==> src/hdl/two_link_ik_angle_solver_macros.svh <==
// Assertion macros for the angle solver RTL.
// Included by modules that carry concurrent checks; needs no package.
`ifndef TWO_LINK_IK_ANGLE_SOLVER_MACROS_SVH
`define TWO_LINK_IK_ANGLE_SOLVER_MACROS_SVH

// Same-cycle implication, checked on every rising edge outside reset.
`define TLIK_ASSERT_IMP(label, clk, rstn, ante, cons, msg) \
    label: assert property (@(posedge clk) disable iff (!rstn) (ante) |-> (cons)) \
        else $error(msg);

// Next-cycle implication, checked on every rising edge outside reset.
`define TLIK_ASSERT_NXT(label, clk, rstn, ante, cons, msg) \
    label: assert property (@(posedge clk) disable iff (!rstn) (ante) |=> (cons)) \
        else $error(msg);

`endif

==> src/hdl/tlik_pkg.sv <==
// Shared constants, register indexes and the arctangent table of the angle solver.
// No dependencies; imported by every module of the block.
`timescale 1ns / 1ps

package tlik_pkg;

    // Number of CORDIC micro-rotations (8 to 24).
    localparam int CORDIC_STEPS = 16;
    // Datapath width of the CORDIC x and y registers.
    localparam int CORDIC_W     = 34;

    // Stage counts of the iterative units.
    localparam int DIST_STEPS   = 17;  // square root of a 34-bit sum, one bit per stage
    localparam int DIV_STEPS    = 28;  // cosine quotient bits
    localparam int SQ_STEPS     = 29;  // square root of a 57-bit value

    // Register stages inside the arccosine unit before its CORDIC.
    localparam int ACOS_PRE     = 1 + DIV_STEPS + 3 + SQ_STEPS;
    // Delay of the raw difference so the direction CORDIC lines up.
    localparam int THETA_DLY    = 22 + ACOS_PRE;
    // Total register stages from input beat to output register.
    localparam int PIPE_DEPTH   = 23 + ACOS_PRE + CORDIC_STEPS + 2;

    // Binary angles in units of 2^-32 turn.
    localparam logic [31:0] QUARTER_TURN = 32'h4000_0000;
    localparam logic [31:0] HALF_TURN    = 32'h8000_0000;

    // Configuration register indexes.
    localparam logic REG_UPPER = 1'b0;
    localparam logic REG_LOWER = 1'b1;

    // atan(2^-i) in units of 2^-32 turn.
    function automatic logic [31:0] atan_entry(input int i);
        logic [31:0] v;
        case (i)
            0:  v = 32'h20000000;
            1:  v = 32'h12E4051E;
            2:  v = 32'h09FB385B;
            3:  v = 32'h051111D4;
            4:  v = 32'h028B0D43;
            5:  v = 32'h0145D7E1;
            6:  v = 32'h00A2F61E;
            7:  v = 32'h00517C55;
            8:  v = 32'h0028BE53;
            9:  v = 32'h00145F2F;
            10: v = 32'h000A2F98;
            11: v = 32'h000517CC;
            12: v = 32'h00028BE6;
            13: v = 32'h000145F3;
            14: v = 32'h0000A2FA;
            15: v = 32'h0000517D;
            16: v = 32'h000028BE;
            17: v = 32'h0000145F;
            18: v = 32'h00000A30;
            19: v = 32'h00000518;
            20: v = 32'h0000028C;
            21: v = 32'h00000146;
            22: v = 32'h000000A3;
            23: v = 32'h00000051;
            default: v = 32'h0;
        endcase
        return v;
    endfunction

endpackage

==> src/hdl/tlik_cordic.sv <==
// Pipelined vectoring CORDIC giving atan2(y, x) as a 32-bit binary angle.
// Depends on tlik_pkg; the pipeline advances only while en is high.
`timescale 1ns / 1ps

module tlik_cordic
    import tlik_pkg::*;
(
    input  logic                       aclk,
    input  logic                       en,
    input  logic signed [CORDIC_W-1:0] y_in,
    input  logic signed [CORDIC_W-1:0] x_in,
    output logic [31:0]                z_out
);

    logic signed [CORDIC_W-1:0] x_reg    [CORDIC_STEPS+1];
    logic signed [CORDIC_W-1:0] y_reg    [CORDIC_STEPS+1];
    logic [31:0]                z_reg    [CORDIC_STEPS+1];
    logic                       zero_reg [CORDIC_STEPS+1];

    // Fold the left half plane onto the right, then one micro-rotation per stage.
    always_ff @(posedge aclk) begin
        if (en) begin
            zero_reg[0] <= (x_in == 0) && (y_in == 0);
            if (x_in < 0) begin
                x_reg[0] <= -x_in;
                y_reg[0] <= -y_in;
                z_reg[0] <= HALF_TURN;
            end else begin
                x_reg[0] <= x_in;
                y_reg[0] <= y_in;
                z_reg[0] <= '0;
            end
            for (int i = 0; i < CORDIC_STEPS; i++) begin : step
                zero_reg[i+1] <= zero_reg[i];
                if (y_reg[i] > 0) begin
                    x_reg[i+1] <= x_reg[i] + (y_reg[i] >>> i);
                    y_reg[i+1] <= y_reg[i] - (x_reg[i] >>> i);
                    z_reg[i+1] <= z_reg[i] + atan_entry(i);
                end else begin
                    x_reg[i+1] <= x_reg[i] - (y_reg[i] >>> i);
                    y_reg[i+1] <= y_reg[i] + (x_reg[i] >>> i);
                    z_reg[i+1] <= z_reg[i] - atan_entry(i);
                end
            end
        end
    end

    // A vector of zero length has direction zero.
    assign z_out = zero_reg[CORDIC_STEPS] ? 32'h0 : z_reg[CORDIC_STEPS];

endmodule

==> config.mk <==
export PLATFORM = sky130hd
export DESIGN_NAME = tlik_cordic
export DESIGN_NICKNAME = d
export VERILOG_FILES = /design/src/hdl/two_link_ik_angle_solver_macros.svh /design/src/hdl/tlik_pkg.sv /design/src/hdl/tlik_cordic.sv
export SDC_FILE = /design/constraint.sdc
export NUM_CORES = 2
export LEC_CHECK = 0
export BUFFER_PORTS_ARGS = -buffer_cell sky130_fd_sc_hd__buf_2
export CAP_MARGIN = 30
export CELL_PAD_IN_SITES_DETAIL_PLACEMENT = 1
export CELL_PAD_IN_SITES_GLOBAL_PLACEMENT = 2
export CORE_UTILIZATION = 43
export CTS_CLUSTER_DIAMETER = 80
export DETAILED_ROUTE_END_ITERATION = 8
export PLACE_DENSITY_LB_ADDON = 0.12
export SLEW_MARGIN = 10
export SYNTH_ARGS = -nofsm -noshare
export SYNTH_HDL_FRONTEND = slang
export SYNTH_SLANG_ARGS = --single-unit
==> constraint.sdc <==
create_clock -name aclk -period 7.1 [get_ports aclk]
set_input_delay 0.71 -clock aclk [delete_from_list [all_inputs] [get_ports aclk]]
set_output_delay 0.71 -clock aclk [all_outputs]
set_load 0.02 [all_outputs]
# Word-level counts from Yosys, hierarchy flattened
# Memories as Yosys holds them, arrays and structs flattened.
# Cells that the tools add are included.
[word_totals]
mem_count = 4
register_bits = 0
elab_cells = 392
mem_bits_rw = 1717
output_inout_bits = 32
input_bits = 70
[classes]
n_reduce_logical = 3
n_lt_le_gt_ge = 17
n_addsub = 97
mux = 220
bitwise = 51
[mem_list]
columns = ["name", "words", "width", "read_ports", "rd_ports_with_merged_regs", "write_ports", "line", "rtl"]
rows = [
  ["x_reg", 17, 34, 16, 0, 17, "tlik_cordic.sv:15", "logic signed [CORDIC_W-1:0] x_reg [CORDIC_STEPS+1];"],
  ["y_reg", 17, 34, 16, 0, 17, "tlik_cordic.sv:16", "logic signed [CORDIC_W-1:0] y_reg [CORDIC_STEPS+1];"],
  ["z_reg", 17, 32, 17, 0, 17, "tlik_cordic.sv:17", "logic [31:0] z_reg [CORDIC_STEPS+1];"],
  ["zero_reg", 17, 1, 17, 0, 17, "tlik_cordic.sv:18", "logic zero_reg [CORDIC_STEPS+1];"],
]
[op_table]
columns = ["cell", "count"]
rows = [
  ["2-to-1 mux 32 bit", 82],
  ["2-to-1 mux 34 bit", 34],
  ["greater-than comparator 34 x 1 -> 1 bit (second input constant)", 16],
  ["adder 32 bit", 16],
  ["subtractor 32 bit", 16],
  ["2-to-1 mux 1 bit", 104],
  ["adder 34 x 19 -> 34 bit", 2],
  ["adder 34 x 20 -> 34 bit", 2],
  ["adder 34 x 21 -> 34 bit", 2],
  ["adder 34 x 22 -> 34 bit", 2],
  ["adder 34 x 23 -> 34 bit", 2],
  ["adder 34 x 24 -> 34 bit", 2],
  ["adder 34 x 25 -> 34 bit", 2],
  ["adder 34 x 26 -> 34 bit", 2],
  ["adder 34 x 27 -> 34 bit", 2],
  ["adder 34 x 28 -> 34 bit", 2],
  ["adder 34 x 29 -> 34 bit", 2],
  ["adder 34 x 30 -> 34 bit", 2],
  ["adder 34 x 31 -> 34 bit", 2],
  ["adder 34 x 32 -> 34 bit", 2],
  ["adder 34 x 33 -> 34 bit", 2],
  ["logical NOT 34 bit", 2],
  ["negator 34 bit", 2],
  ["subtractor 34 x 19 -> 34 bit", 2],
  ["19 further kinds", 84],
]

# Depth between registers and ports, before layout
[depth]
ltp_word = 5
ltp_mapped = 26
ltp_nobuf = 24

# Least setup slack after synthesis
# OpenSTA, ideal clock, no wires.
[synth_path]
path_kind = "reg-to-reg"
start = "mem y_reg[12][15]"
end = "mem y_reg[13][31] (data pin)"
setup_ns = 0.274
slack_ns = 0.603
arrival_time_ns = 6.224
synth_period_minus_slack_ns = 6.497
path_stages_with_launch = 23
n_path_buf = 1
required_time_ns = 6.826
path_cell_list = "edfxtp_1 or3_1 nor4_1 nand3_1 nor4_1 inv_1 nor2_1 o21ai_1 inv_1 buf_1 nor2_1 xor2_1 ha_1 nor2b_1 a311o_1 a31oi_1 o21ai_0 a311oi_1 o211ai_1 a21o_1 a211oi_1 o41ai_1 xor2_1"
[synth_lines]
columns = ["item", "line"]
rows = [
  ["start: declaration", "tlik_cordic.sv:16"],
]

==> run metrics <==
Crit path max-delay family simple AND/OR/NAND/NOR gates; CTS Sinks around 1.5k; number of synthesized flops with an enable pin around 1.5k; Die X 546.3 um; Netlist cell types between 80 and 90; Total Wirelength ~390 mm; hpwl dp between 300 and 400 mm; pin count of the biggest net entering global routing roughly 190; status finished, violations left; Worst Setup End Kind flip-flop; fin crit share 0.9553; Mapped Area between 100000 and 150000 um2; vias in the first global route between 100k and 150k; 1st-iter DRT viols roughly 6.3k; PortBufs 100; CP max FO 6; initial antenna violation count 8; Post-Synthesis Cells 13.42k; critical path's slowest cell or4_4; initial core utilization 0.4329; ys flop type edfxtp_1; final setup skew ~0.055 ns; post-DR wirelength/cell about 22 um; row cnt approximately 200; WP buf/inv 1; Hold WC Path Type input port to flip-flop; layout cell share with drive strength beyond 1 0.05535; TritonRoute pass-1 iters 7; fin crit period ~6.8 ns; CTS tree built; syn nets 14.94k; Max clock buf depth 4; register area share after synthesis 0.3526; Final setup viols 0; Final Instance Count excl. Fillers 17.72k; Die Span Y between 500 and 600 um; YS warnings 0; core area slightly below 300000 um2; CTS Buf Count 190; crit start category flip-flop; DR vias/cell 5.800; violated checks design-rule violations; full die area 298500 um2; max FFs per register 544; Worst slew margin 0.3032; worst endpoint data arrival time roughly 7.4 ns; drt drc 14; WP data required 7.71 ns; critical path class flip-flop to flip-flop; total gr overflow 0; Placed Cells incl. Taps approximately 17k; sum of negative setup slack 0 ns; clk slew on worst S/H paths approximately 0.07 ns; gr usage total 0.2566; Post-Syn Area per Cell 9.496 um2; clk root buf clkbuf_16; vias post-DR between 100k and 150k; hold_ws around 0.070 ns; fin nets 15.17k; FMAX 147.4 MHz; Layout area overhead 9.941%; max_cap viols 0; antenna-violating nets left 0; io pins between 100 and 150; Crit path largest cell delay 0.54 ns; RSZ-0062 raised after global routing no; clock latency on the worst-skew pair 0.90 ns; synthesis-stage register bit count ~1.5k; Least-Margin Pin Slew ~1.0 ns; Final Max Slew Viols 0; Hold Violations, Final 0; H-tree depth 4; crit path cell chain nor4_2, nand2_1, or3_4, or4_4, or4_1, or4_4, nor3_4, o21ai_4, inv_2, nor2_1, xor2_1, ha_1, nor2b_1, o21ai_0, a21boi_0, o31ai_1, o21ai_0, a41oi_1, a221oi_1, a31oi_1, nand2b_1, nor2b_1, xnor2_1; share of flip-flops with an asynchronous set or reset 0; GP Congestion about 0.92; first-pass GRT wire length 613.5 mm
[logic make-up (layout without fill, tap and decap cells)]
| kind of cell | after synthesis | after routing | synth area share |
|---|---|---|---|
| AOI/OAI and AO/OA | 4093 | 4094 | 0.2033 |
| and+or+nand+nor | 3507 | 3507 | 0.1346 |
| xor gates and xnor gates | 1940 | 1940 | 0.1334 |
| DFF | 1496 | 1496 | 0.3526 |
| adders and majority gates | 1457 | 1457 | 0.1455 |
| buffers and inverters | 860 | 1245 | 0.02550 |
| muxes | 63 | 63 | 0.005136 |
| other | 1 | 3 | 0.00002943 |
[worst register-to-register path: cells and delay by family (launching register included)]
kind	cells	cell delay, ns
simple gates	11	3.27
compound gates	8	2.13
flops	1	0.45
fa+ha+maj	1	0.32
xor+xnor	2	0.22
buf+inv	1	0.15
[cell usage after synthesis, types with 104 or more instances]
cell | instances | area (um2)
a211oi_1 | 104 | 780.8
a21o_1 | 638 | 4790
a21oi_1 | 1262 | 6316
a31oi_1 | 108 | 675.7
and3_1 | 114 | 713.2
clkbuf_1 | 208 | 780.8
edfxtp_1 | 1496 | 44920
ha_1 | 1416 | 17720
inv_1 | 607 | 2278
nand2_1 | 810 | 3040
nand2b_1 | 237 | 1483
nand3_1 | 209 | 1046
nand4_1 | 109 | 681.9
nor2_1 | 982 | 3686
nor2b_1 | 229 | 1433
nor3_1 | 289 | 1446
nor4_1 | 120 | 750.7
o21a_1 | 193 | 1449
o21ai_0 | 821 | 4109
o21bai_1 | 175 | 1314
o31ai_1 | 215 | 1614
or3_1 | 124 | 775.7
xnor2_1 | 1253 | 10970
xor2_1 | 687 | 6017
[timing repair]
item                       CTS  global route
hold endpoints to repair     1             0
hold buffers                 1             0
gates resized for setup      0            37
setup endpoints to repair    0            73
buffers inserted             0             5
[layer usage]
metal,global-route usage,share of wire,vias to the layer above
met3,0.02196,0.033,474
li1,-,-,50140
met2,0.4436,0.48,1566
met4,0.06804,0.026,0
met1,0.3428,0.46,50620
met5,0,0,-
[layout make-up]
| cell class | instances | area (um2) |
|---|---|---|
| inverter | 616 | 2321 |
| clock inverter | 133 | 1465 |
| multi-input combinational | 11060 | 79510 |
| sequential | 1496 | 44920 |
| antenna | 2 | 5.005 |
| tap | 3919 | 4903 |
| timing repair buffer | 279 | 1998 |
| clock buffer | 217 | 4941 |
| fill | 33280 | 154200 |
[path summary, 6_finish.rpt]
check,startpoint,end,slack (ns),cells after the start
max,y_reg[2][7],y_reg[3][28],0.32,23
min reg2reg,zero_reg[6],zero_reg[7],0.42,0
min,x_in[0],x_reg[0][0],0.07,1
max reg2reg,y_reg[2][7],y_reg[3][28],0.32,23
[layout by cell type (no fill, tap or decap), types with 36 or more instances in the layout]
master     netlist  layout
clkbuf_16        0     194
nand2b_1       237     237
mux2i_1         44      44
a21oi_1       1262    1258
or4_1           69      69
xnor2_1       1253    1253
a21o_1         638     638
inv_1          607     602
buf_2           10     102
nor2_1         982     981
and3_1         114     114
ha_1          1416    1416
buf_4            2     163
nor2b_1        229     228
nor4_1         120     115
nor3_1         289     287
a211oi_1       104     104
o21bai_1       175     175
xor2_1         687     687
o211ai_1        60      60
or2_2           67      67
or3_1          124     124
o31ai_1        215     215
nand3_1        209     208
fa_1            41      41
a31oi_1        108     107
nand2_1        810     810
o21a_1         193     192
edfxtp_1      1496    1496
o21ai_0        821     813
a21boi_0        58      58
o41ai_1         85      83
a2111oi_0       42      36
nand4_1        109     109
and2_1          47      47
[metrics by stage]
step | worst slack [ns] | util | instance area, um2
3_3_place_gp | -0.3334 | 0.4530 | 133300
3_5_place_dp | 0.04899 | 0.4533 | 133400
4_1_cts | 0.002387 | 0.4751 | 139800
5_1_grt | 0.002024 | 0.4759 | 140100
2_1_floorplan | 0.6025 | - | 127400
6_report | 0.3171 | 0.4759 | 140100
Power is not shown: default switching activity piles up to over one toggle a cycle in this logic, so the estimate is an artifact.
